$ cat src/fsdd_pkg.sv
// ============================================================================
// fsdd_pkg: shared types and constants of the frame sequence drop detector
// ----------------------------------------------------------------------------
// This package holds the field widths, the pattern and histogram sizes, the
// register indexes, and the packed request and response payload types.
// ============================================================================
`default_nettype none

package fsdd_pkg;

   // Field widths that the interface fixes.
   localparam int unsigned TYPE_WIDTH        = 2;
   localparam int unsigned TIME_WIDTH        = 32;
   localparam int unsigned LEVEL_WIDTH       = 8;
   localparam int unsigned COUNT_WIDTH       = 32;
   localparam int unsigned FRAME_WIDTH_WIDTH = 20;

   // Length of the repeating test pattern (2 to 4).
   localparam int unsigned PATTERN_LENGTH = 4;

   // Number of level histogram bins (2 to 256) and the bin index width.
   localparam int unsigned LEVEL_BINS      = 16;
   localparam int unsigned BIN_INDEX_WIDTH = $clog2(LEVEL_BINS);

   // Drop threshold is the missing count times the frame width.
   localparam int unsigned THRESHOLD_WIDTH = TYPE_WIDTH + FRAME_WIDTH_WIDTH;

   // Configuration port.
   localparam int unsigned CSR_INDEX_WIDTH = 4;
   localparam int unsigned CSR_DATA_WIDTH  = FRAME_WIDTH_WIDTH;

   typedef enum logic [CSR_INDEX_WIDTH-1:0] {
      CSR_NORMAL_LEVEL   = 4'd0,
      CSR_FRAME_WIDTH_US = 4'd1
   } csr_index_type;

   localparam logic [LEVEL_WIDTH-1:0]       NORMAL_LEVEL_RESET   = 8'd1;
   localparam logic [FRAME_WIDTH_WIDTH-1:0] FRAME_WIDTH_US_RESET = 20'd16667;

   typedef logic [COUNT_WIDTH-1:0] count_type;

   typedef struct packed {
      logic [TYPE_WIDTH-1:0]  frame_type;
      logic [TIME_WIDTH-1:0]  start_time;
      logic [LEVEL_WIDTH-1:0] level;
   } req_payload_type;

   typedef struct packed {
      logic                  mismatch;
      logic [TYPE_WIDTH-1:0] missing_frames;
      logic                  judged_bad;
      count_type             total_count;
      count_type             normal_count;
      count_type             drop_count;
      count_type             bad_count;
      count_type             bin_count;
   } rsp_payload_type;

endpackage

`default_nettype wire

$ cat src/frame_sequence_drop_detector.sv
// ============================================================================
// frame_sequence_drop_detector: pattern sequence checker for detected frames
// ----------------------------------------------------------------------------
// Checks that frame types advance through the test pattern, classifies each
// mismatch as dropped frames or a bad frame from the start time gap, and
// keeps saturating frame counters and a level histogram.
// ============================================================================
//
//   Channel  Direction  Handshake              Carries
//   req      in         req_valid / req_ready  frame type, start time, level
//   rsp      out        rsp_valid / rsp_ready  flags, counters, bin count
//   csr      in         csr_valid / csr_ready  register index, write data
//
// One frame per cycle is sustained while rsp_ready stays high. A frame is
// taken into an input register, checked by one stage of logic against the
// sequence state, and the result is written to an output register that
// drives rsp_valid and rsp_payload. The throughput is set by that single
// check stage and the histogram's one update per cycle. Reset clears the
// valid flags, sequence state, counters and histogram at once, and loads the
// register defaults. A stalled response holds the result; the input register
// still takes one more frame, after which req_ready follows rsp_ready.
//
`default_nettype none

module frame_sequence_drop_detector (
   input  wire logic                                   clock,
   input  wire logic                                   reset,
   input  wire logic                                   req_valid,
   output      logic                                   req_ready,
   input  wire fsdd_pkg::req_payload_type              req_payload,
   output      logic                                   rsp_valid,
   input  wire logic                                   rsp_ready,
   output      fsdd_pkg::rsp_payload_type              rsp_payload,
   input  wire logic                                   csr_valid,
   output      logic                                   csr_ready,
   input  wire logic [fsdd_pkg::CSR_INDEX_WIDTH-1:0]   csr_index,
   input  wire logic [fsdd_pkg::CSR_DATA_WIDTH-1:0]    csr_wdata
);

   localparam int unsigned TW = fsdd_pkg::TYPE_WIDTH;
   localparam int unsigned CW = fsdd_pkg::COUNT_WIDTH;

   // Input stage.
   logic                                      in_valid_ff;
   fsdd_pkg::req_payload_type                 in_data_ff;
   logic                                      advance;

   // Configuration registers.
   logic [fsdd_pkg::LEVEL_WIDTH-1:0]          normal_level_ff;
   logic [fsdd_pkg::FRAME_WIDTH_WIDTH-1:0]    frame_width_ff;

   // Sequence state and counters.
   logic [TW-1:0]                             expected_ff, expected_in;
   logic                                      seen_first_ff;
   logic [fsdd_pkg::TIME_WIDTH-1:0]           prev_start_ff;
   fsdd_pkg::count_type                       total_ff, total_in;
   fsdd_pkg::count_type                       normal_ff, normal_in;
   fsdd_pkg::count_type                       drop_ff, drop_in;
   fsdd_pkg::count_type                       bad_ff, bad_in;

   // Output stage.
   logic                                      rsp_valid_ff;
   fsdd_pkg::rsp_payload_type                 rsp_data_ff, rsp_data_in;

   // Check logic.
   logic [TW-1:0]                             ftype;
   logic [TW-1:0]                             exp_type;
   logic                                      match;
   logic [TW:0]                               wrap_diff;
   logic [TW-1:0]                             missing;
   logic [fsdd_pkg::THRESHOLD_WIDTH-1:0]      threshold;
   logic [fsdd_pkg::TIME_WIDTH-1:0]           gap;
   logic                                      dropped;
   logic                                      bad;
   logic [CW:0]                               total_sum, normal_sum, drop_sum, bad_sum;
   fsdd_pkg::count_type                       bin_count;

   // Handshakes: the check stage moves when the output register is free.
   assign advance   = in_valid_ff && (!rsp_valid_ff || rsp_ready);
   assign req_ready = !in_valid_ff || advance;
   assign csr_ready = 1'b1;
   assign rsp_valid   = rsp_valid_ff;
   assign rsp_payload = rsp_data_ff;

   // Input register.
   always_ff @(posedge clock) begin
      if (reset) begin
         in_valid_ff <= 1'b0;
      end else if (req_ready) begin
         in_valid_ff <= req_valid;
      end
   end

   always_ff @(posedge clock) begin
      if (req_valid && req_ready) begin
         in_data_ff <= req_payload;
      end
   end

   // Configuration writes; unknown indexes are ignored.
   always_ff @(posedge clock) begin
      if (reset) begin
         normal_level_ff <= fsdd_pkg::NORMAL_LEVEL_RESET;
         frame_width_ff  <= fsdd_pkg::FRAME_WIDTH_US_RESET;
      end else if (csr_valid) begin
         case (csr_index)
            fsdd_pkg::CSR_NORMAL_LEVEL: begin
               normal_level_ff <= fsdd_pkg::LEVEL_WIDTH'(csr_wdata);
            end
            fsdd_pkg::CSR_FRAME_WIDTH_US: begin
               frame_width_ff <= csr_wdata;
            end
            default: begin
            end
         endcase
      end
   end

   // Type within the pattern and the expectation in force for this frame.
   always_comb begin
      ftype = (in_data_ff.frame_type >= TW'(fsdd_pkg::PATTERN_LENGTH % (1 << TW)) &&
               fsdd_pkg::PATTERN_LENGTH < (1 << TW))
              ? TW'(in_data_ff.frame_type - TW'(fsdd_pkg::PATTERN_LENGTH % (1 << TW)))
              : in_data_ff.frame_type;
      exp_type = seen_first_ff ? expected_ff : ftype;
      match    = (ftype == exp_type);
   end

   // Missing count, drop threshold and the start time gap.
   always_comb begin
      if (ftype >= exp_type) begin
         wrap_diff = {1'b0, ftype} - {1'b0, exp_type};
      end else begin
         wrap_diff = {1'b0, ftype} + (TW + 1)'(fsdd_pkg::PATTERN_LENGTH) - {1'b0, exp_type};
      end
      missing   = match ? '0 : wrap_diff[TW-1:0];
      threshold = fsdd_pkg::THRESHOLD_WIDTH'(missing) *
                  fsdd_pkg::THRESHOLD_WIDTH'(frame_width_ff);
      gap       = (in_data_ff.start_time >= prev_start_ff)
                  ? in_data_ff.start_time - prev_start_ff
                  : prev_start_ff - in_data_ff.start_time;
      dropped   = !match && (gap >= fsdd_pkg::TIME_WIDTH'(threshold));
      bad       = !match && !dropped;
   end

   // Next expectation: advance from the expected type or restart from this one.
   always_comb begin
      if (ftype == TW'(fsdd_pkg::PATTERN_LENGTH - 1)) begin
         expected_in = '0;
      end else begin
         expected_in = ftype + TW'(1);
      end
   end

   // Saturating counter updates.
   always_comb begin
      total_sum  = {1'b0, total_ff} + (CW + 1)'(1);
      normal_sum = {1'b0, normal_ff} + (CW + 1)'(1);
      drop_sum   = {1'b0, drop_ff} + (CW + 1)'(missing);
      bad_sum    = {1'b0, bad_ff} + (CW + 1)'(1);
      total_in   = total_sum[CW] ? '1 : total_sum[CW-1:0];
      normal_in  = normal_ff;
      drop_in    = drop_ff;
      bad_in     = bad_ff;
      if (match && (in_data_ff.level == normal_level_ff)) begin
         normal_in = normal_sum[CW] ? '1 : normal_sum[CW-1:0];
      end
      if (dropped) begin
         drop_in = drop_sum[CW] ? '1 : drop_sum[CW-1:0];
      end
      if (bad) begin
         bad_in = bad_sum[CW] ? '1 : bad_sum[CW-1:0];
      end
   end

   fsdd_hist u_hist (
      .clock     (clock),
      .reset     (reset),
      .update    (advance),
      .level     (in_data_ff.level),
      .bin_count (bin_count)
   );

   // Assemble the result.
   always_comb begin
      rsp_data_in.mismatch       = !match;
      rsp_data_in.missing_frames = missing;
      rsp_data_in.judged_bad     = bad;
      rsp_data_in.total_count    = total_in;
      rsp_data_in.normal_count   = normal_in;
      rsp_data_in.drop_count     = drop_in;
      rsp_data_in.bad_count      = bad_in;
      rsp_data_in.bin_count      = bin_count;
   end

   // Sequence state and counters advance with each checked frame.
   always_ff @(posedge clock) begin
      if (reset) begin
         expected_ff   <= '0;
         seen_first_ff <= 1'b0;
         prev_start_ff <= '0;
         total_ff      <= '0;
         normal_ff     <= '0;
         drop_ff       <= '0;
         bad_ff        <= '0;
      end else if (advance) begin
         expected_ff   <= expected_in;
         seen_first_ff <= 1'b1;
         prev_start_ff <= in_data_ff.start_time;
         total_ff      <= total_in;
         normal_ff     <= normal_in;
         drop_ff       <= drop_in;
         bad_ff        <= bad_in;
      end
   end

   // Output register.
   always_ff @(posedge clock) begin
      if (reset) begin
         rsp_valid_ff <= 1'b0;
      end else if (advance) begin
         rsp_valid_ff <= 1'b1;
      end else if (rsp_ready) begin
         rsp_valid_ff <= 1'b0;
      end
   end

   always_ff @(posedge clock) begin
      if (advance) begin
         rsp_data_ff <= rsp_data_in;
      end
   end

`ifndef SYNTHESIS
   // A matched frame reports no missing frames and is never bad.
   assert property (@(posedge clock) disable iff (reset)
      rsp_valid_ff && !rsp_data_ff.mismatch |->
         (rsp_data_ff.missing_frames == '0) && !rsp_data_ff.judged_bad)
      else $error("matched frame reported missing frames or bad");

   // A mismatch always has at least one missing frame.
   assert property (@(posedge clock) disable iff (reset)
      rsp_valid_ff && rsp_data_ff.mismatch |-> (rsp_data_ff.missing_frames != '0))
      else $error("mismatch with zero missing frames");

   // Once a frame has been checked, the total count is never zero.
   assert property (@(posedge clock) disable iff (reset)
      advance |=> (total_ff != '0) && seen_first_ff)
      else $error("checked frame not counted");

   // A held input frame is not lost while the output is stalled.
   assert property (@(posedge clock) disable iff (reset)
      in_valid_ff && !advance |=> in_valid_ff && $stable(in_data_ff))
      else $error("stalled input frame lost");

   // The first frame ever checked is always a match.
   assert property (@(posedge clock) disable iff (reset)
      advance && !seen_first_ff |=> rsp_valid_ff && !rsp_data_ff.mismatch)
      else $error("first frame reported as mismatch");
`endif

endmodule

`default_nettype wire

$ cat src/fsdd_hist.sv
// ============================================================================
// fsdd_hist: level histogram with saturating bins
// ----------------------------------------------------------------------------
// One bin per level below the bin count. Level zero and levels beyond the
// last bin are not counted. The updated count of the addressed bin is shown
// combinationally so that the caller can register it with the result.
// ============================================================================
`default_nettype none

module fsdd_hist (
   input  wire logic                               clock,
   input  wire logic                               reset,
   input  wire logic                               update,
   input  wire logic [fsdd_pkg::LEVEL_WIDTH-1:0]   level,
   output      fsdd_pkg::count_type                bin_count
);

   fsdd_pkg::count_type                       bins_ff [fsdd_pkg::LEVEL_BINS];
   logic                                      binned;
   logic [fsdd_pkg::BIN_INDEX_WIDTH-1:0]      bin_index;
   logic [fsdd_pkg::COUNT_WIDTH:0]            bin_sum;
   fsdd_pkg::count_type                       bin_in;

   // Decide whether the level has a bin and pick it.
   assign binned    = (level != '0) &&
                      ({1'b0, level} < (fsdd_pkg::LEVEL_WIDTH + 1)'(fsdd_pkg::LEVEL_BINS));
   assign bin_index = fsdd_pkg::BIN_INDEX_WIDTH'(level);

   // Saturating increment of the addressed bin.
   always_comb begin
      bin_sum = {1'b0, bins_ff[bin_index]} + (fsdd_pkg::COUNT_WIDTH + 1)'(1);
      bin_in  = bin_sum[fsdd_pkg::COUNT_WIDTH] ? '1 : bin_sum[fsdd_pkg::COUNT_WIDTH-1:0];
   end

   assign bin_count = binned ? bin_in : '0;

   // Bin storage, cleared at reset.
   always_ff @(posedge clock) begin
      if (reset) begin
         for (int i = 0; i < fsdd_pkg::LEVEL_BINS; i++) begin
            bins_ff[i] <= '0;
         end
      end else if (update && binned) begin
         bins_ff[bin_index] <= bin_in;
      end
   end

endmodule

`default_nettype wire

$ cat config.mk
export PLATFORM = sky130hd
export DESIGN_NAME = frame_sequence_drop_detector
export DESIGN_NICKNAME = d
export VERILOG_FILES = /design/src/fsdd_pkg.sv /design/src/frame_sequence_drop_detector.sv /design/src/fsdd_hist.sv
export SDC_FILE = /design/constraint.sdc
export NUM_CORES = 2
export LEC_CHECK = 0
export ABC_AREA = 1
export BUFFER_PORTS_ARGS = -buffer_cell sky130_fd_sc_hd__buf_2
export CAP_MARGIN = 40
export CORE_AREA = 2 2 255 320
export DETAILED_ROUTE_END_ITERATION = 10
export DIE_AREA = 0 0 257 322
export PLACE_DENSITY = 0.92
export SYNTH_ARGS = -nofsm -noshare
export SYNTH_HDL_FRONTEND = slang
export SYNTH_SLANG_ARGS = --single-unit
$ cat constraint.sdc
create_clock -name clock -period 7.19 [get_ports clock]
set_input_delay 0.3595 -clock clock [delete_from_list [all_inputs] [get_ports clock]]
set_output_delay 0.3595 -clock clock [all_outputs]
set_load 0.05 [all_outputs]
==> Yosys cells after proc, flatten, opt, wreduce, memory -nomap -nowiden <==
Memories as Yosys holds them, arrays and structs flattened. A register that Yosys moved wholly into a read port is not among the register bits.
Index checks and enable logic that the tools add are counted.
{ "totals": {"regBits": 399, "ram_bits": 512, "memories": 1} }
{ "classes": {"addsub": 11, "multipliers": 1, "order_cmp": 4, "n_eq_ne": 4, "muxes": 24, "n_reduce_logical": 19} }
{ "memory_table": {"columns": ["memory", "depth", "word_bits", "rd", "rd_ports_with_merged_regs", "write_ports", "line_no", "rtl"], "rows": [
  ["u_hist.bins_ff", 16, 32, 1, 1, 16, "fsdd_hist.sv:18", "fsdd_pkg::count_type bins_ff [fsdd_pkg::LEVEL_BINS];"]
]} }
{ "ops": {"columns": ["op", "n"], "rows": [
  ["$mux 32", 10],
  ["$add 32x1->33 const B", 4],
  ["$sub 32x32->32", 2],
  ["$add 32x2->33", 1],
  ["$ge 32x22->1", 1],
  ["$ge 32x32->1", 1],
  ["$reduce_or 32->1", 1],
  ["$mul 2x20->22", 1],
  ["$eq 8x8->1", 1],
  ["$lt 8x5->1 const B", 1],
  ["$mux 1", 8],
  ["$mux 2", 4],
  ["$mux 4", 2],
  ["$reduce_bool 8->1", 1],
  ["$logic_and 1x1->1", 7],
  ["$add 2x1->2 const B", 2],
  ["$eq 4x1->1 const B", 1],
  ["$logic_not 1->1", 4],
  ["$logic_not 4->1", 1],
  ["$reduce_and 2->1", 2],
  ["$sub 2x2->2", 2],
  ["$eq 2x2->1", 1],
  ["$eq 2x2->1 const B", 1],
  ["$ge 2x2->1", 1],
  ["2 further kinds", 3]
]} }

==> Depth between registers and ports, before layout <==
{ "depth": {"ltp_word": 10, "mapped_depth": 43} }

==> Modules after synthesis <==
A second synthesis with hierarchy kept.
{ "unflattened": {"hier_cells": 6513, "area_unflattened_um2": 50473.4} }
{ "modules_own_cells": {"columns": ["module", "n_inst", "cells_each", "area_each_um2", "seq_area_each_um2"], "rows": [
  ["fsdd_hist", 1, 3117, 26096.3, 15374.7],
  ["frame_sequence_drop_detector", 1, 3396, 24377.1, 10049.6]
]} }

==> Worst setup path before layout <==
No wires, ideal clock.
{ "synth_timing": {"kind": "register -> register", "start": "reg rsp_valid_ff, in the netlist rsp_valid", "end": "reg total_ff[14]", "setup_ns": 0.355, "arrival_ns": 5.959, "slack_ns": 0.876, "path_stages_with_launch": 7, "path_buffers": 2, "period_less_slack_ns": 6.314, "cell_sequence": "dfxtp_1 nand2_1 nand2_1 clkbuf_1 inv_2 clkbuf_1 a31oi_1"} }
{ "synth_via": {"elab_chain_cells": 3} }
{ "synth_lines": {"columns": ["element", "line_no", "rtl"], "rows": [
  ["from (decl)", "frame_sequence_drop_detector.sv:62", "logic rsp_valid_ff;"],
  ["from (signal assigned)", "frame_sequence_drop_detector.sv:220", "rsp_valid_ff <= 1'b0;"],
  ["from (signal assigned)", "frame_sequence_drop_detector.sv:222", "rsp_valid_ff <= 1'b1;"],
  ["from (signal assigned)", "frame_sequence_drop_detector.sv:224", "rsp_valid_ff <= 1'b0;"],
  ["$logic_not 1->1", "frame_sequence_drop_detector.sv:79", "assign advance = in_valid_ff && (!rsp_valid_ff || rsp_ready);"],
  ["$logic_or 1x1->1", "frame_sequence_drop_detector.sv:79", null],
  ["$logic_and 1x1->1", "frame_sequence_drop_detector.sv:79", null],
  ["net advance", "frame_sequence_drop_detector.sv:46", "logic advance;"],
  ["to (signal assigned)", "frame_sequence_drop_detector.sv:210", "total_ff <= total_in;"],
  ["to (decl)", "frame_sequence_drop_detector.sv:56", "fsdd_pkg::count_type total_ff, total_in;"]
]} }
The timed path passes the listed nets, and every way through them passes these cells.
A chain may end at the register's enable or synchronous reset.

==> Final worst setup path <==
{ "layout_timing": {"start": "reg in_data_ff, in the netlist ftype[0]", "end": "reg bad_ff[23]"} }
{ "layout_via": {"elab_chain_cells": 10, "word_cells_on_any_way": 15, "cone_classes": "add/sub: 3; mul: 1; order compare: 2; eq/ne: 1; mux: 4; reduce/logical: 4"} }
{ "layout_lines": {"columns": ["element", "line_no", "rtl"], "rows": [
  ["from (decl)", "frame_sequence_drop_detector.sv:45", "fsdd_pkg::req_payload_type in_data_ff;"],
  ["from (signal assigned)", "frame_sequence_drop_detector.sv:96", "in_data_ff <= req_payload;"],
  ["$add 2x1->2 or $mux 2 (tied branches)", "frame_sequence_drop_detector.sv:134, frame_sequence_drop_detector.sv:125", null],
  ["$sub 2x2->2 (tied with other cells)", "frame_sequence_drop_detector.sv:134", "wrap_diff = {1'b0, ftype} + (TW + 1)'(fsdd_pkg::PATTERN_LENGTH) - {1'b0, exp_type};"],
  ["$mux 2", "frame_sequence_drop_detector.sv:131", "if (ftype >= exp_type) begin"],
  ["$mux 2 (*)", "frame_sequence_drop_detector.sv:136", "missing = match ? '0 : wrap_diff[TW-1:0];"],
  ["net missing[1]", "frame_sequence_drop_detector.sv:70", "logic [TW-1:0] missing;"],
  ["$mul 2x20->22 (*)", "frame_sequence_drop_detector.sv:137", "threshold = fsdd_pkg::THRESHOLD_WIDTH'(missing) *"],
  ["$ge 32x22->1 (*)", "frame_sequence_drop_detector.sv:142", "dropped = !match && (gap >= fsdd_pkg::TIME_WIDTH'(threshold));"],
  ["$logic_and 1x1->1 (*)", "frame_sequence_drop_detector.sv:142", null],
  ["$logic_not 1->1 (*)", "frame_sequence_drop_detector.sv:143", "bad = !match && !dropped;"],
  ["$logic_and 1x1->1 (*)", "frame_sequence_drop_detector.sv:143", null],
  ["$mux 32 (*)", "frame_sequence_drop_detector.sv:171", "if (bad) begin"],
  ["to (signal assigned)", "frame_sequence_drop_detector.sv:213", "bad_ff <= bad_in;"],
  ["to (decl)", "frame_sequence_drop_detector.sv:59", "fsdd_pkg::count_type bad_ff, bad_in;"]
]} }
Mark *: on every way through the listed nets, which the timed path passes. The rest lies on a longest branch.

==> flow_summary.ini <==
[finish]
stdcell_area_um2 = 54610
area_delta_synth_final_pct = 11.16
layout_commonest_cell = nand2_1
seq_area_um2 = 25510
drive_above_1_share = 0.08080
mostFrequentLayoutCells = nand2_1, inv_1, nor2_1
fin_cells = 7327
multi_input_area_um2 = 18880
fillers = 5825
final_util = 0.6854
fin_nets = 6380

[pwr]
clkPwrFrac = 0.361
p_leak_uw = 0.02513
p_int_uw = 9255
p_seq_frac = 0.465
power.density_nw_per_um2 = 241.0
power.share.switching = 0.2970
ir_drop_mv = 0.2015
power_frac_comb = 0.174
power.switching_uw = 3909

[logic_synthesis]
synth_top_cell_by_area = edfxtp_1
synth_area_leaders = edfxtp_1, nand2_1, dfxtp_1
synth_edf_count = 718
yosysWarnings = 0
async_reset_ff_frac = 0
seq_area_frac_synth = 0.5191
synth_top_area_share = 0.4388
ys_types = 50
synth-seq-cells = 915
syn_inst = 6000
netlist_area_um2 = 49130
syn_avg_cell_area_um2 = 8.188
ys.flop_type = edfxtp_1

[floorplanning]
ioPinCount = 238
die_w_um = 257
core_um2 = 79680
initial_core_util = 0.6166
row_count = 116
fp.dieArea_um2 = 82750
die_h_um = 322

[cts]
cts_tree = done
clock_sinks = 915
cts_max_path_buffers = 3
root_buffer = clkbuf_16
clk_pin_slew_ns = 0.06
htree_levels = 3
clk_latency_ns = 0.69
cts_buffers = 86
postCtsSetupRepairBufs = 0

[critical_path]
worst_ep_arrival_time_ns = 7.17
critPathMaxFanout = 33
start_kind = register
critPathRequiredTime_ns = 7.76
endpoint_kind = register
crit_path_top_delay_cell = edfxtp_1
crit_path_frequent_cell = nand2_1
critical_path_class = register to register
max_stage_delay_ns = 0.42

[placed_design]
io_buffers = 236
gp_congestion = 1.014
dpl_cell_area_um2 = 51200
dp_hpwl_mm = 94.30
dp_cells = 7115

[route]
vias = 43410
wire_per_inst_um = 20.07
drc = 0
avgViaCountPerCell = 5.925
drtIter0Drc = 5271
drtAntennaViolNets = 0
routed_wl_mm = 147.0
first_pass_iters = 9

[grt]
antenna_found_initial = 5
grt.overflow.total = 0
grt_pass1_vias = 43380
grt.total_usage = 0.3513
grt_max_degree = 194
grt_first_pass_wirelength_mm = 228.3

[sta]
rsz0062_at_grt = no
min_period_ns = 6.599
max_freq_mhz = 151.5
hold_violations = 0
finalSetupViolations = 0
drv_slew = 0
setup-tns-final_ns = 0
skew_ns = 0.02996
slew_headroom = 0.2926
tightest_slew_ns = 1.061
finalCritPeriodShare = 0.9177

[run]
drv_cap = 0

[status]
outcome = finished, final reports clean

[worst_hold_path]
worstHoldPathType = input port to register
-- synthesized netlist by cell type (7+ instances only) --
library cell,n
buf_4,30
inv_2,10
o211ai_1,76
or2_2,9
clkinv_1,7
o221ai_1,61
nand2_1,1314
o22ai_1,16
nand3_2,15
nor2_1,793
ha_1,112
xor2_1,75
nand4_1,59
o21ai_0,442
clkbuf_1,149
inv_1,940
nor3_1,73
nand3_1,320
buf_1,16
a211oi_1,7
edfxtp_1,718
a21oi_1,306
o21ai_1,32
nor2_2,15
buf_2,85
nand2_2,7
nor4_1,24
xnor2_1,34
dfxtp_1,197
-- kinds of logic after synthesis --
| family | share of synthesized area |
|---|---|
| other cells | 0.0001529 |
| flops | 0.5191 |
| compound gates | 0.1090 |
| mux | 0.0008150 |
| simple gates | 0.2215 |
| xor+xnor | 0.01943 |
| fa+ha+maj | 0.03015 |
| buf+inv | 0.09988 |
-- power by group through the flow --
stage / Combinational (µW) / Clock, µW / Sequential [µW]
after floorplan: 1420 / 0 / 6360
after global placement: 2100 / 0 / 6210
after detailed placement: 2180 / 0 / 6210
after CTS: 2230 / 4760 / 6110
after global routing: 2490 / 4940 / 6130
final: 2290 / 4760 / 6120
-- routing by layer --
layer | GRT usage | wire length, µm | vias up
met3 | 0.09553 | 16450 | 674
met5 | 0 | 10 | -
met1 | 0.3820 | 48850 | 20110
met2 | 0.6011 | 71630 | 2701
met4 | 0.2344 | 10090 | 2
li1 | - | - | 19930
-- critical path, delay by kind of cell (launching register included) --
family                   cells  cell delay (ns)
buffers and inverters       10             1.36
adder cells (fa/ha/maj)      4             1.20
AO/OA/AOI/OAI               10             1.96
XOR/XNOR                     1             0.16
AND/OR/NAND/NOR             13             1.36
flip-flops                   1             0.42
-- final timing paths --
| kind | from | to | slack, ns | cells after the start |
|---|---|---|---|---|
| max | ftype[0] | bad_ff[23] | 0.59 | 38 |
| min | csr_wdata[12] | frame_width_ff[12] | 0.02 | 3 |
| max reg2reg | ftype[0] | bad_ff[23] | 0.59 | 38 |
| min reg2reg | normal_level_ff[2] | normal_level_ff[2] | 0.47 | 2 |
-- registers in the layout (all words and copies together) (netlist names), named ones only --
name and count:
bad_ff 32, drop_ff 32, expected_ff 2, frame_width_ff 20, ftype 2, in_data_ff 40
in_valid_ff 1, normal_ff 32, normal_level_ff 8, prev_start_ff 32, rsp_payload 164, rsp_valid 1
seen_first_ff 1, total_ff 32, u_hist.bins_ff 512
-- per-stage QoR --
stage / hold slack (ns) / power (µW) / worst slack (ns)
after global routing: 0.01693 / 13560 / 0.004484
final: 0.02373 / 13160 / 0.5915
after global placement: 0.4470 / 8310 / 0.8681
after detailed placement: 0.4606 / 8396 / 0.6489
after floorplan: 0.4332 / 7774 / 0.8764
after CTS: 0.01183 / 13090 / 0.5368
-- layout make-up --
type,instances,share of cell area
timing repair buffer,358,0.04387
antenna,3,0.0001375
clock inverter,49,0.01063
multi-input combinational,3875,0.3457
inverter,957,0.06601
sequential,915,0.4672
tap,1062,0.02433
clock buffer,108,0.04220
-- repair_timing --
action | in CTS | in global routing
hold buffers | 51 | 0
gates resized for setup | 0 | 2
endpoints found under the hold margin | 56 | 0
setup endpoints to repair | 0 | 64
No activity file was read; power rests on OpenSTA's default activity.
